--- src/hdl/pqd_pkg.sv ---
// ----------------------------------------------------------------------------
// pqd_pkg
// Shared types, constants and helper functions of the palette quantizer.
// ----------------------------------------------------------------------------
`timescale 1ns / 1ps

package pqd_pkg;

    // Palette store geometry
    localparam int PALETTE_SIZE = 256;
    localparam int STORE_DEPTH  = 256;
    localparam int ADDR_W       = 8;
    localparam int COLOR_W      = 24;
    localparam int CHAN_W       = 8;
    localparam int SCORE_W      = 8;

    // Item commands
    localparam logic CMD_LOAD  = 1'b0;
    localparam logic CMD_PIXEL = 1'b1;

    // Random generator
    localparam logic [31:0] GEN_MUL  = 32'd16807;
    localparam logic [31:0] GEN_SEED = 32'd1234567;

    // Fixed-point scale of the dither compare
    localparam int SCALE    = 1000;
    localparam int RAND_W   = 10;
    localparam int PROD_W   = 41;
    localparam int CHANCE_W = 10;

    // Divider for the chance value
    localparam int DIV_NUM_W = 18;
    localparam int DIV_CNT_W = 5;

    // Score is the channel sum divided by three, done by reciprocal
    localparam int SCORE_RECIP = 683;
    localparam int SCORE_SHIFT = 11;

    // Configuration port
    localparam int          CFG_ADDR_W      = 3;
    localparam int          CFG_IDX_W       = 1;
    localparam logic [0:0]  CFG_IDX_DITHER  = 1'b0;

    typedef enum logic [2:0] {
        ST_IDLE,
        ST_SCAN,
        ST_DRAIN,
        ST_GEN,
        ST_RAND,
        ST_ROUND,
        ST_WAIT,
        ST_FINISH
    } state_t;

    typedef struct packed {
        logic                 start;
        logic [DIV_NUM_W-1:0] num;
        logic [SCORE_W-1:0]   den;
    } div_req_t;

    typedef struct packed {
        logic                done;
        logic [CHANCE_W-1:0] quot;
    } div_rsp_t;

    // Score of one palette color against a pixel
    function automatic logic [SCORE_W-1:0] color_score(
        input logic [COLOR_W-1:0] color,
        input logic [CHAN_W-1:0]  r,
        input logic [CHAN_W-1:0]  g,
        input logic [CHAN_W-1:0]  b
    );
        logic [CHAN_W-1:0] cr;
        logic [CHAN_W-1:0] cg;
        logic [CHAN_W-1:0] cb;
        logic [CHAN_W-1:0] dr;
        logic [CHAN_W-1:0] dg;
        logic [CHAN_W-1:0] db;
        logic [9:0]        sum;
        logic [19:0]       prod;
        cr   = color[23:16];
        cg   = color[15:8];
        cb   = color[7:0];
        dr   = (cr > r) ? (cr - r) : (r - cr);
        dg   = (cg > g) ? (cg - g) : (g - cg);
        db   = (cb > b) ? (cb - b) : (b - cb);
        sum  = 10'(dr) + 10'(dg) + 10'(db);
        prod = 20'(sum) * 20'(SCORE_RECIP);
        return prod[SCORE_SHIFT+SCORE_W-1:SCORE_SHIFT];
    endfunction

endpackage

--- src/hdl/pqd_div.sv ---
// ----------------------------------------------------------------------------
// pqd_div
// Restoring divider, one quotient bit per cycle, result rounded half to even.
// ----------------------------------------------------------------------------
`timescale 1ns / 1ps

module pqd_div (
    input  logic              clk,
    input  logic              rst_n,
    input  pqd_pkg::div_req_t req,
    output pqd_pkg::div_rsp_t rsp
);

    localparam int NW = pqd_pkg::DIV_NUM_W;
    localparam int DW = pqd_pkg::SCORE_W;
    localparam int CW = pqd_pkg::DIV_CNT_W;

    logic          busy_reg;
    logic          busy_next;
    logic          done_reg;
    logic          done_next;
    logic [CW-1:0] cnt_reg;
    logic [CW-1:0] cnt_next;
    logic [NW-1:0] num_reg;
    logic [NW-1:0] num_next;
    logic [DW-1:0] rem_reg;
    logic [DW-1:0] rem_next;
    logic [DW-1:0] den_reg;
    logic [DW-1:0] den_next;

    logic [DW:0]   trial;
    logic          fits;
    logic [DW:0]   rem_twice;
    logic          round_up;
    logic [NW-1:0] quot_rounded;

    // Shift in one numerator bit and try the subtraction
    always_comb
    begin
        trial = {rem_reg, num_reg[NW-1]};
        fits  = (trial >= {1'b0, den_reg});
    end

    // Advance the division
    always_comb
    begin
        busy_next = busy_reg;
        done_next = done_reg;
        cnt_next  = cnt_reg;
        num_next  = num_reg;
        rem_next  = rem_reg;
        den_next  = den_reg;
        if (req.start)
        begin
            busy_next = 1'b1;
            done_next = 1'b0;
            cnt_next  = CW'(NW);
            num_next  = req.num;
            rem_next  = '0;
            den_next  = req.den;
        end
        else if (busy_reg)
        begin
            num_next = {num_reg[NW-2:0], fits};
            rem_next = fits ? DW'(trial - {1'b0, den_reg}) : trial[DW-1:0];
            cnt_next = cnt_reg - 1'b1;
            if (cnt_reg == CW'(1))
            begin
                busy_next = 1'b0;
                done_next = 1'b1;
            end
        end
    end

    always_ff @(posedge clk or negedge rst_n)
    begin
        if (!rst_n)
        begin
            busy_reg <= 1'b0;
            done_reg <= 1'b0;
            cnt_reg  <= '0;
        end
        else
        begin
            busy_reg <= busy_next;
            done_reg <= done_next;
            cnt_reg  <= cnt_next;
        end
    end

    always_ff @(posedge clk)
    begin
        num_reg <= num_next;
        rem_reg <= rem_next;
        den_reg <= den_next;
    end

    // Round the finished quotient half to even
    always_comb
    begin
        rem_twice    = {rem_reg, 1'b0};
        round_up     = (rem_twice > {1'b0, den_reg})
                    || ((rem_twice == {1'b0, den_reg}) && num_reg[0]);
        quot_rounded = num_reg + NW'(round_up);
    end

    assign rsp.done = done_reg;
    assign rsp.quot = quot_rounded[pqd_pkg::CHANCE_W-1:0];

endmodule

--- config.mk ---
export PLATFORM = sky130hd
export DESIGN_NAME = pqd_div
export DESIGN_NICKNAME = d
export VERILOG_FILES = /design/src/hdl/pqd_pkg.sv /design/src/hdl/pqd_div.sv
export SDC_FILE = /design/constraint.sdc
export NUM_CORES = 1
export LEC_CHECK = 0
export ABC_AREA = 1
export ABC_CLOCK_PERIOD_IN_PS = 3920
export BUFFER_PORTS_ARGS = -buffer_cell sky130_fd_sc_hd__buf_2
export CORE_MARGIN = 2
export CORE_UTILIZATION = 60
export DETAILED_ROUTE_END_ITERATION = 7
export HOLD_SLACK_MARGIN = 0.1
export PLACE_DENSITY = 0.85
export SYNTH_ARGS = -nofsm -noshare
export SYNTH_HDL_FRONTEND = slang
export SYNTH_SLANG_ARGS = --single-unit
--- constraint.sdc ---
create_clock -name clk -period 3.92 [get_ports clk]
set_input_delay 0.392 -clock clk [delete_from_list [all_inputs] [get_ports clk]]
set_output_delay 0.392 -clock clk [all_outputs]
set_load 0.1 [all_outputs]
Word level (Yosys, flattened, before mapping)
Cells that the tools add are included.

word-level totals
  input port bits = 29
  bits in registers = 41
  logic and storage cells = 29
  output and inout port bits = 11

cells by class
  equality and inequality tests = 2
  multiplexer cells = 11
  order comparisons = 2
  $add $sub $neg = 3
  reductions and logical operators = 5

operators with widths
  cell                   count
  $mux W18               2
  $add A10 B1 Y10        1
  $mux W5                2
  $eq A9 B8 Y1           1
  $ge A9 B8 Y1           1
  $gt A9 B8 Y1           1
  $mux W8                1
  $sub A8 B8 Y8          1
  $mux W1                6
  $eq A5 B1 Y1 const B   1
  $sub A5 B1 Y5 const B  1
  $reduce_bool A2 Y1     2
  $reduce_and A2 Y1      1
  $logic_and A1 B1 Y1    1
  $logic_or A1 B1 Y1     1

Logic depth before layout (Yosys ltp)
Gate-level depths: netlist of the first run.

  depth after elaboration = 4
  depth in mapped cells = 16
  depth with buffers taken out = 16

Worst setup path after synthesis of the first run
OpenSTA, ideal clock, no wires.

  kind = register -> output
  from = reg den_reg[5]
  to = out rsp[8] in the netlist's numbering
  arrival = 3.481 ns
  path buffers = 0
  path slack = 0.047 ns
  stages on the path, launching flop included = 15
  data required time = 3.528 ns
  path through = edfxtp_1 inv_1 ha_1 nand2_1 nor2_4 nand2_2 nand2_1 o21ai_0 inv_1 ha_1 ha_1 nand3_1 nor3_1 nand3_1 xor2_1

RTL lines
  item                    RTL line       RTL
  start, declared         pqd_div.sv:28  logic [DW-1:0] den_reg;
  start signal, assigned  pqd_div.sv:95  den_reg <= den_next;
  end, declared           pqd_div.sv:11  output pqd_pkg::div_rsp_t rsp

==> key figures, run 1 <==
Layout
  • Cell area after layout: 2680 um2
  • N_diodes: 0
  • Final #Nets: 358
  • Finished Layout Cells: 365
  • Max FFs per register: 18
  • Layout Area Growth over Synthesis: 15.1%
  • Layout cells sized above 1: 17.7%

Critical path
  • Buf+Inv Stages, Crit Path: 3
  • Worst-path cell chain: inv_1, ha_1, nand2_1, nor2_4, nand2_2, nand2_1, o21ai_0, inv_1, ha_1, nand3_1, nor3_1, nand3_1, xor2_1, buf_2
  • Worst endpoint required time: 3.53 ns
  • CP Capture Type: output port
  • Slowest cell on crit path: buf_2
  • CP delay by family, top: simple AND/OR/NAND/NOR gates
  • R2R depth: 10
  • Critical Path Start Type: flop
  • Reg-to-reg endpoint: rem_reg[4]$_SDFFE_PP0P_
  • Reg2Reg Setup Slack: 2.08 ns
  • Peak per-stage delay on the critical path: 0.46 ns
  • Max Fanout on Critical Path: 10
  • Kind of critical path: flop to output port
  • CP Data Arrival Time: 3.22 ns
  • Worst r2r src: den_reg[0]$_DFFE_PP_

Power
  • Switching Fraction: 44.4%
  • P_leak: 1.36 nW
  • Design Power: 0.00178 W
  • Pwr dens: 661 nW/um2
  • Clk pwr share: 18.9%
  • Worst IR drop on VDD: 0.351 mV
  • Seq pwr share: 32.8%
  • Switching pwr: 0.000789 W
  • Comb power frac: 48.3%
  • P_int: 0.000987 W

Timing
  • Final worst slack: 0.304 ns
  • F_max: 277 MHz
  • Setup TNS: 0 ns
  • Max-Slew Margin vs Limit: 41.2%
  • Min cycle time layout: 3.62 ns
  • Pins Over Slew Limit: 0
  • Setup Viol. Count Final: 0
  • Slew @ Worst Pin: 0.881 ns
  • Period utilization: 92.2%
  • RSZ-0062 raised after global routing: false
  • Setup Skew: 0.00704 ns
  • Fin. Hold Viols: 0

Place
  • PortBufs: 39
  • GP Congestion: 0.872
  • Final HPWL DP: 3220 um
  • Cell Area, Placed: 2560 um2
  • Setup WS pre-CTS: 0.615 ns
  • Placed insts: 356

Global routing
  • Initial antenna violation count: 0
  • Remaining Overflow, GRT: 0
  • Vias in the first global route: 1759
  • Largest net degree at the start of global routing: 40
  • Total GRT Usage: 22.7%
  • First-pass GRT wire length: 7410 um

Synthesis
  • Synth Warn #: 0
  • Post-synthesis register bit count: 41
  • Post-Syn Instances: 274
  • Synth unique cells: 29
  • Syn Nets: 316
  • Register area share after synthesis: 47.9%
  • Mapped Area: 2330 um2
  • Synth Area per Inst: 8.51 um2

Clock network
  • Post-CTS Setup Inserts: 0
  • H-tree level count: 2
  • Worst-path clk slew: 0.08 ns
  • CTS buffer count: 5
  • Worst-Skew Late Latency: 0.30 ns
  • Clock Sinks: 41
  • Root Buffer: clkbuf_8
  • CTS tree: done
  • Clock Path Buffers: 2

Detailed routing
  • Initial DRC count: 100
  • Vias per cell: 5.08
  • DR DRC count: 0
  • Drt pass-1 iters: 4
  • Antenna-violating nets left: 0
  • DR WL/cell: 12.0 um
  • Via count: 1853
  • WL final: 4380 um

Die
  • Rows: 22
  • Die Y: 66.3 um
  • Die width: 66.3 um
  • Starting Density: 63.2%
  • Core area: 3690 um2
  • Die area: 4400 um2
  • # IOs: 40

Min path
  • Worst hold path type: input pin to flop
  • Hold Path Sink: den_reg[7]$_DFFE_PP_
  • Worst Hold Launch: req[7]
  • Worst Hold Path Cells: 1

Flow run
  • Max-cap violations: 0

Run status
  • Outcome: finished clean
-- synthesized netlist by cell type, drive strengths merged --
library cell / number / area (um2)
a22oi: 1 / 7.51
dfrtp: 7 / 175
inv: 46 / 173
xor2: 10 / 87.6
nand2: 83 / 317
nor2: 10 / 50.1
ha: 12 / 150
a22o: 1 / 8.76
dfxtp: 8 / 160
fa: 1 / 20.0
buf: 2 / 12.5
nand3b: 1 / 7.51
xnor2: 1 / 8.76
nor3: 4 / 20.0
or2: 2 / 15.0
nand4: 9 / 56.3
nand3: 23 / 140
a21oi: 6 / 41.3
edfxtp: 26 / 781
clkbuf: 3 / 11.3
o21ai: 18 / 90.1
-- repair_timing --
item,CTS,global route
resized for setup,0,1
hold buffers,1,0
setup endpoints to repair,0,1
hold endpoints to repair,7,0
-- final cells by class --
| type | count | area, um2 |
|---|---|---|
| timing repair buffer | 40 | 208 |
| multi-input combinational | 182 | 1020 |
| tap | 48 | 60.1 |
| fill | 301 | 1000 |
| clock inverter | 2 | 35.0 |
| clock buffer | 6 | 72.6 |
| inverter | 46 | 173 |
| sequential | 41 | 1120 |
-- power by group through the flow --
| stage | Clock, W | Sequential (W) | Combinational [W] |
|---|---|---|---|
| 6_report | 0.000336 | 0.000582 | 0.000857 |
| 4_1_cts | 0.000337 | 0.000582 | 0.000856 |
| 5_1_grt | 0.000359 | 0.000591 | 0.000947 |
| 2_1_floorplan | 0 | 0.000580 | 0.000715 |
| 3_5_place_dp | 0 | 0.000591 | 0.000848 |
| 3_3_place_gp | 0 | 0.000588 | 0.000833 |
-- logic make-up (layout without fill, tap and decap cells) --
kind of cell | count (synthesis) | count (layout) | share of synthesized area, %
xor+xnor | 11 | 11 | 4.13
fa+ha+maj | 13 | 13 | 7.30
flops | 41 | 41 | 47.9
buf+inv | 51 | 94 | 8.42
compound gates | 26 | 26 | 6.33
simple gates | 132 | 132 | 26.0
-- through the flow --
stage	hold slack, ns	utilization [%]
4_1_cts	0.262	72.7
3_3_place_gp	0.229	69.5
5_1_grt	0.255	72.8
6_report	0.265	72.8
2_1_floorplan	0.0964	-
3_5_place_dp	0.233	69.5
-- layout by cell type, fill, tap and decap left out, drive strengths merged --
cell         instances
fa                   1
nand3               23
xnor2                1
nand3b               1
nor2                10
clkbuf               7
nand2               83
ha                  12
clkinv               1
o21ai               18
or2                  2
a22oi                1
nand4                9
buf                 38
dfrtp                7
nor3                 4
dfxtp                8
xor2                10
edfxtp              26
inv                 46
bufinv               1
a21oi                6
a22o                 1
dlygate4sd3          1
-- per-layer routing --
layer  wire (um)  up-vias  global-route usage, %
li1            -      973                      -
met1        2010      833                   28.0
met2        2150       41                   38.4
met3         179        6                   5.11
met4          49        0                   9.18
met5           0        -                      0
-- worst max-delay path by stage --
stage,end,start,depth (start not counted),slack (ns)
after floorplan,rsp[8],den_reg[5]$_DFFE_PP_,14,0.05
after global placement,rsp[8],den_reg[5]$_DFFE_PP_,15,0.75
after detailed placement,rsp[8],den_reg[5]$_DFFE_PP_,15,0.62
after CTS,rsp[8],den_reg[5]$_DFFE_PP_,15,0.26
after global routing,rsp[9],den_reg[5]$_DFFE_PP_,14,0.006
final,rsp[9],den_reg[5]$_DFFE_PP_,14,0.30
Power figures use the tool's default switching activity.
==> run 2, diff against run 1 <==
--- a/config.mk
+++ b/config.mk
@@ -7,10 +7,10 @@
 export LEC_CHECK = 0
 export ABC_AREA = 1
 export ABC_CLOCK_PERIOD_IN_PS = 3920
-export BUFFER_PORTS_ARGS = -buffer_cell sky130_fd_sc_hd__buf_2
 export CORE_MARGIN = 2
-export CORE_UTILIZATION = 60
+export CORE_UTILIZATION = 67
 export DETAILED_ROUTE_END_ITERATION = 7
+export DONT_BUFFER_PORTS = 1
 export HOLD_SLACK_MARGIN = 0.1
 export PLACE_DENSITY = 0.85
 export SYNTH_ARGS = -nofsm -noshare
==> key figures, run 2 (synthesis results as in run 1) <==
Critical path
  • Kind of critical path: flop to output port
  • Peak per-stage delay on the critical path: 0.36 ns
  • Slowest cell on crit path: edfxtp_1
  • Crit path from: den_reg[5]$_DFFE_PP_
  • Worst-path cell chain: inv_1, ha_1, nand2_1, nor2_4, nand2_2, nand2_1, o21ai_0, inv_1, ha_1, ha_1, nand3_1, nor3_2, nand3_1, xor2_2, buf_4
  • Worst r2r src: den_reg[0]$_DFFE_PP_
  • Levels on crit path: 15
  • Worst endpoint required time: 3.53 ns
  • CP delay by family, top: simple AND/OR/NAND/NOR gates
  • Reg-to-reg endpoint: rem_reg[4]$_SDFFE_PP0P_
  • CP Capture Point: rsp[8]
  • Buf+Inv Stages, Crit Path: 3
  • CP Capture Type: output port
  • CP Data Arrival Time: 3.20 ns
  • CP most frequent cell: ha_1
  • Critical Path Start Type: flop
  • R2R depth: 10
  • Reg2Reg Setup Slack: 2.01 ns
  • Max Fanout on Critical Path: 10

Power
  • Worst IR drop on VDD: 0.384 mV
  • Pwr dens: 632 nW/um2
  • P_leak: 1.27 nW

Die
  • Die width: 63 um
  • Die Y: 63 um
  • Die area: 3970 um2
  • Core area: 3340 um2
  • Rows: 21
  • # IOs: 40
  • Starting Density: 69.9%

Layout
  • Cell area after layout: 2660 um2
  • Core Util, Final: 79.6%
  • Most frequent cells in the layout: nand2_1 (81), inv_1 (46), edfxtp_1 (26)
  • N_diodes: 0
  • Layout cells sized above 1: 12.5%
  • Layout Area Growth over Synthesis: 13.9%
  • Final #Nets: 336
  • Max FFs per register: 18
  • Most common cell after layout, fill and taps aside: nand2_1
  • Multi-input logic area: 1090 um2
  • FF+latch area: 1120 um2
  • Fill count: 231

Detailed routing
  • DR WL/cell: 13.4 um
  • Vias per cell: 5.38
  • DR DRC count: 0
  • Antenna-violating nets left: 0
  • Via count: 1834
  • Initial DRC count: 145
  • Drt pass-1 iters: 5
  • WL final: 4560 um

Min path
  • Worst Hold Path Cells: 0
  • Worst Hold Launch: req[26]
  • Worst hold path type: input pin to flop

Timing
  • Pins Over Slew Limit: 0
  • Hold slack: 0.129 ns
  • Min cycle time layout: 3.59 ns
  • F_max: 278 MHz
  • Fin. Hold Viols: 0
  • RSZ-0062 raised after global routing: false
  • Setup Viol. Count Final: 0
  • Setup Skew: 0.00498 ns
  • Period utilization: 91.6%
  • Setup TNS: 0 ns
  • Slew @ Worst Pin: 0.903 ns
  • Max-Slew Margin vs Limit: 39.8%

Global routing
  • First-pass GRT wire length: 7670 um
  • Initial antenna violation count: 0
  • Largest net degree at the start of global routing: 40
  • Total GRT Usage: 25.2%
  • Vias in the first global route: 1653
  • Remaining Overflow, GRT: 0

Clock network
  • Worst-path clk slew: 0.13 ns
  • Clock Path Buffers: 2
  • CTS buffer count: 5
  • CTS tree: done
  • Worst-Skew Late Latency: 0.37 ns
  • H-tree level count: 2
  • Clock Sinks: 41
  • Post-CTS Setup Inserts: 0
  • Root Buffer: clkbuf_4

Run status
  • Outcome: finished clean

Place
  • PortBufs: 0
  • Cell Area, Placed: 2490 um2
  • Final HPWL DP: 3150 um
  • GP Congestion: 0.831

Flow run
  • Max-cap violations: 0
==> run 2: power by group <==
| group | switching (W) | internal, W |
|---|---|---|
| logic | 0.000596 | 0.000267 |
| clock network | 0.000154 | 0.0000743 |
| registers | 0.0000477 | 0.000539 |
| total | 0.000797 | 0.000881 |
==> run 2: per-layer routing <==
metal | track usage (%) | wire, um | up-vias
li1 | - | - | 926
met1 | 34.5 | 2020 | 836
met3 | 5.23 | 287 | 6
met4 | 11.4 | 57 | 0
met5 | 0 | 0 | -
met2 | 38.8 | 2190 | 66
==> run 2: worst min-delay path by stage <==
stage                                        end  slack [ns]
final                       den_reg[4]$_DFFE_PP_        0.13
after global routing        den_reg[0]$_DFFE_PP_        0.10
after CTS                   den_reg[1]$_DFFE_PP_        0.10
after detailed placement  cnt_reg[4]$_DFFE_PN0P_         0.1
after global placement    cnt_reg[4]$_DFFE_PN0P_         0.1
after floorplan               busy_reg$_DFF_PN0_         0.1
==> run 2: worst register-to-register path, cell delays in order, from the launching register on <==
cell and delay [ns]:
edfxtp_1 0.42, ha_1 0.25, fa_1 0.44, inv_1 0.08, nand2_1 0.05, nand2_1 0.11, nand2_1 0.08, xor2_1 0.14
nand2_1 0.09, nand3_1 0.07, o21ai_1 0.06
==> run 2: area by class of cell <==
class	instances	share of cell area [%]
timing repair buffer	18	5.93
inverter	46	6.50
multi-input combinational	182	41.0
clock buffer	5	1.41
tap	46	2.17
sequential	41	42.0
clock inverter	3	0.942
==> run 2: through the flow <==
step	setup WS [ns]	power (W)	instances
after floorplan	0.0467	0.00129	274
after global placement	0.696	0.00142	324
after detailed placement	0.608	0.00144	324
after CTS	0.163	0.00167	334
after global routing	0.0103	0.00180	341
final	0.329	0.00168	341
==> run 2: repair_timing <==
action                                  4_1_cts  5_1_grt
endpoints found under the setup margin        0        3
hold endpoints to repair                      8        7
gates resized for setup                       0        2
hold buffers                                  2        7
